==> config.mk <==
export PLATFORM = sky130hd
export DESIGN_NAME = ias_cell
export DESIGN_NICKNAME = d
export VERILOG_FILES = /design/src/rtl/ias_pkg.sv /design/src/rtl/ias_cell.sv
export SDC_FILE = /design/constraint.sdc
export NUM_CORES = 1
export LEC_CHECK = 0
export BUFFER_PORTS_ARGS = -buffer_cell sky130_fd_sc_hd__buf_2
export CAP_MARGIN = 20
export CORE_ASPECT_RATIO = 0.9
export CORE_UTILIZATION = 31
export DETAILED_ROUTE_END_ITERATION = 10
export PLACE_DENSITY = 0.57
export RECOVER_POWER = 100
export REMOVE_ABC_BUFFERS = 1
export SLEW_MARGIN = 20
export SYNTH_ARGS = -nofsm -noshare
export SYNTH_HDL_FRONTEND = slang
export SYNTH_SLANG_ARGS = --single-unit
==> constraint.sdc <==
create_clock -name clk -period 4.2 [get_ports clk]
set_input_delay 0.42 -clock clk [delete_from_list [all_inputs] [get_ports clk]]
set_output_delay 0.42 -clock clk [all_outputs]
set_load 0.02 [all_outputs]
==> src/rtl/ias_pkg.sv <==
// shared types and the ordering compare for the integer array sorter
// used by ias_cell and integer_array_sorter, no dependencies
package ias_pkg;

  localparam int unsigned VALUE_W = 32;

  typedef logic signed [VALUE_W-1:0] value_t;

  typedef struct packed {
    logic insert;
    logic shift_out;
    logic descending;
  } ias_ctrl_t;

  // true when a strictly precedes b in the selected order
  function automatic logic goes_before(input value_t a, input value_t b,
                                       input logic descending);
    logic res;
    if (descending) begin
      res = (a > b);
    end else begin
      res = (a < b);
    end
    return res;
  endfunction

endpackage

==> src/rtl/ias_cell.sv <==
// one cell of the insertion sort chain: holds one value and its valid bit
// depends on ias_pkg
module ias_cell
  import ias_pkg::*;
(
  input  logic      clk,
  input  logic      rst_n,
  input  ias_ctrl_t ctrl,
  input  value_t    new_value,
  input  value_t    left_value,
  input  logic      left_valid,
  input  logic      left_grant,
  input  value_t    right_value,
  input  logic      right_valid,
  output value_t    value,
  output logic      valid,
  output logic      grant
);

  value_t value_r;
  value_t value_nxt;
  logic   valid_r;
  logic   valid_nxt;
  logic   take;

  assign take  = !valid_r || goes_before(new_value, value_r, ctrl.descending);
  assign grant = ctrl.insert && take && (valid_r || left_valid);

  always_comb begin
    value_nxt = value_r;
    valid_nxt = valid_r;
    if (ctrl.shift_out) begin
      value_nxt = right_value;
      valid_nxt = right_valid;
    end else if (grant) begin
      value_nxt = left_grant ? left_value : new_value;
      valid_nxt = 1'b1;
    end
  end

  always_ff @(posedge clk) begin
    if (!rst_n) begin
      valid_r <= 1'b0;
    end else begin
      valid_r <= valid_nxt;
    end
  end

  always_ff @(posedge clk) begin
    value_r <= value_nxt;
  end

  assign value = value_r;
  assign valid = valid_r;

endmodule

==> key figures <==
Outcome
  • Status: finished with violations
  • Failing checks: max-capacitance violations, max-slew violations

CTS
  • Inserted Clock Buffers: 5
  • Sink Count: 33
  • Root buffer cell: clkbuf_8
  • Hold_buf cts: 0
  • Clk slew on worst S/H paths: 0.07 ns
  • Cts repair resizes: 0
  • CTS tree: built
  • H-tree Lvls: 2
  • Clock latency on the worst-skew pair: 0.28 ns
  • Postcts setup bufs: 0
  • Worst-case clock buffer depth: 2

Power
  • Clock power frac: 23.9%
  • Reg power frac: 44.5%
  • Pleak: 0.00168 uW
  • Sw Share: 31.8%
  • Maximum VDD drop: 0.109 mV
  • Int Pwr: 649 uW
  • Pwr/cell area: 285 nW/um^2
  • Logic pwr share: 31.7%
  • NetSw: 303 uW

Drt
  • DRT iter0 DRCs: 40
  • DR WL/cell: 12.5 um
  • Drt pass-1 iters: 4
  • Vias/cell: 4.73
  • Vias: 2337
  • Residual DRC: 0
  • DRT antenna net count: 0
  • WL final: 6160 um

STA
  • Number of endpoints failing setup at the final stage: 0
  • Fin crit period: 2.93 ns
  • Worst-margin pin slew: 2.30 ns
  • FMAX: 341 MHz
  • Final period utilization: 69.8%
  • Final Max Slew Viols: 99
  • RSZ-0062 raised after global routing: no
  • Hold Slack: 0.383 ns
  • Final Worst Setup Slack: 1.27 ns
  • Relative slew margins: -53.2%
  • Final Hold Viols: 0
  • Setup Skew: 0.00489 ns

Floorplanning
  • Die H: 87.6 um
  • Row count: 30
  • Initial Util: 32.8%
  • I/O pins: 138
  • Core Area: 7690 sq um
  • Die ar.: 8510 sq um
  • Die width: 97.1 um

Setup path
  • Reg2reg end: value[24]
  • Data arrival, critical path: 2.51 ns
  • Critical Path End: grant
  • Req. time, crit path: 3.78 ns
  • Stages on the worst setup path: 8
  • Setup CP Type: register to primary output
  • Crit-path slowest cell: edfxtp_1
  • CP bufs+invs: 2
  • FF-to-FF Start: value[31]
  • Critical Path Source Type: register
  • Max Fanout on Critical Path: 6
  • CP endpoint kind: primary output
  • Worst path max stage delay: 0.36 ns
  • Largest delay contributor family on the critical path: compound AO/OA/AOI/OAI gates
  • Crit-path cells: inv_1, ha_1, and4_1, a221o_1, a31oi_1, a22oi_1, nor3_1, clkbuf_1
  • R2R setup slack: 1.49 ns
  • Reg2reg path depth: 8
  • Worst setup path startpoint: value[31]

Hold path
  • Hold Path Class: input pin to register

Synth
  • Post-synth top flop: edfxtp_1
  • Compound-Gate Fraction of Synth Area: 14.9%
  • Mux share of post-synthesis cell area: 12.7%
  • Synthesis warning total: 0
  • Simple-Gate Fraction of Synth Area: 11.0%
  • Top cell type by total area after synthesis: edfxtp_1
  • Syn Std Cell Area: 2520 sq um
  • Synth Register Bits: 33
  • Top cells by area, synth: edfxtp_1 (38%), ha_1 (16%), mux2i_1 (13%)
  • Post-synthesis xor/xnor area fraction: 0%
  • Synth Area in Adders: 15.9%
  • Async SR Flop Fraction: 0%
  • Register area share after synthesis: 38.9%
  • Synthesized area per cell: 9.63 sq um
  • Number of synthesized flops with an enable pin: 32
  • Syn Inst Count: 262
  • Synth unique cells: 34
  • Largest family of logic cells by synthesized area: adder cells
  • Area share of the largest cell type after synthesis: 38.1%

Global route
  • GRT Util Overall: 14.8%
  • Vias in the first global route: 2275
  • Largest net degree at the start of global routing: 66
  • Grt ovf: 0
  • First-pass GRT wire length: 10200 um
  • Antenna violations before repair: 0

Place
  • Buffers on Ports: 137
  • Placer Congestion: 0.666
  • Minimum setup slack after placement: 1.37 ns
  • Post-DP HPWL: 4980 um

Final layout
  • NumNets Final: 533
  • Diodes inserted: 0
  • Area delta synth->final: 32.1%
  • Layout cells sized above 1: 27.9%
  • Most frequent cells in the layout: buf_2 (101), clkbuf_1 (39), nand2_1 (37), o21ai_0 (34), inv_1 (33)
  • Most common cell after layout, fill and taps aside: buf_2
  • Fill cells: 786
  • Core Util, Final: 43.3%

Run
  • Max Cap Viol: 2
worst min-delay path, delay by kind of cell:
family	cells	cell delay, ns
compound gates	2	0.10
buf+inv	1	0.09
power groups by stage:
stage               logic, uW  clock network, uW  registers [uW]
floorplan                 132                  0             473
global placement          310                  0             430
detailed placement        315                  0             429
CTS                       317                243             422
global route              346                258             428
finish                    301                227             423
Yosys cell counts (2+ instances only):
| library cell | count |
|---|---|
| and4_1 | 4 |
| edfxtp_1 | 32 |
| a21o_1 | 4 |
| clkbuf_1 | 8 |
| o21ai_1 | 4 |
| a21oi_1 | 12 |
| a221o_1 | 2 |
| buf_2 | 3 |
| mux2i_1 | 32 |
| ha_1 | 32 |
| nand2_1 | 37 |
| nand3_1 | 2 |
| o21ai_0 | 34 |
| nand4_1 | 4 |
| inv_1 | 33 |
metal layers:
| layer | track usage (%) | vias up | wire [um] |
|---|---|---|---|
| met3 | 4.15 | 5 | 491 |
| met4 | 3.66 | 0 | 40 |
| met2 | 23.8 | 87 | 2690 |
| li1 | - | 1220 | - |
| met5 | 0 | - | 0 |
| met1 | 19.8 | 1025 | 2940 |
worst min path at each step:
stage	startpoint	endpoint	slack, ns	cells after the start
after floorplan	rst_n	valid	0.56	2
after global placement	valid	valid	0.60	2
after detailed placement	valid	valid	0.61	2
after CTS	rst_n	valid	0.37	3
after global routing	right_value[23]	value[23]	0.41	3
final	rst_n	valid	0.38	3
logic make-up after synthesis:
family / after synthesis
AND/OR/NAND/NOR: 56
multiplexers: 32
AO/OA/AOI/OAI: 65
buffers and inverters: 44
flip-flops: 33
adder cells (fa/ha/maj): 32
sequential cells by signal, indices dropped and copies added (netlist names):
name / count
valid: 1
value: 32
area by class of cell:
cell class / instances / area (sq um) / share of cell area (%)
Clock buffer: 8 / 80.1 / 2.40
Multi-Input combinational cell: 185 / 1370 / 41.2
Timing Repair Buffer: 139 / 656 / 19.7
Sequential cell: 33 / 981 / 29.4
Tap cell: 96 / 120 / 3.60
Inverter: 33 / 124 / 3.71
metrics by stage:
step	area, sq um	setup TNS (ns)	power, uW	cells
3_5_place_dp	3310	0	745	486
2_1_floorplan	2480	-14.38	605	251
6_report	3330	0	952	494
3_3_place_gp	3310	0	740	486
5_1_grt	3330	0	1030	494
4_1_cts	3390	0	982	494
No activity file was read; power rests on OpenSTA's default activity.
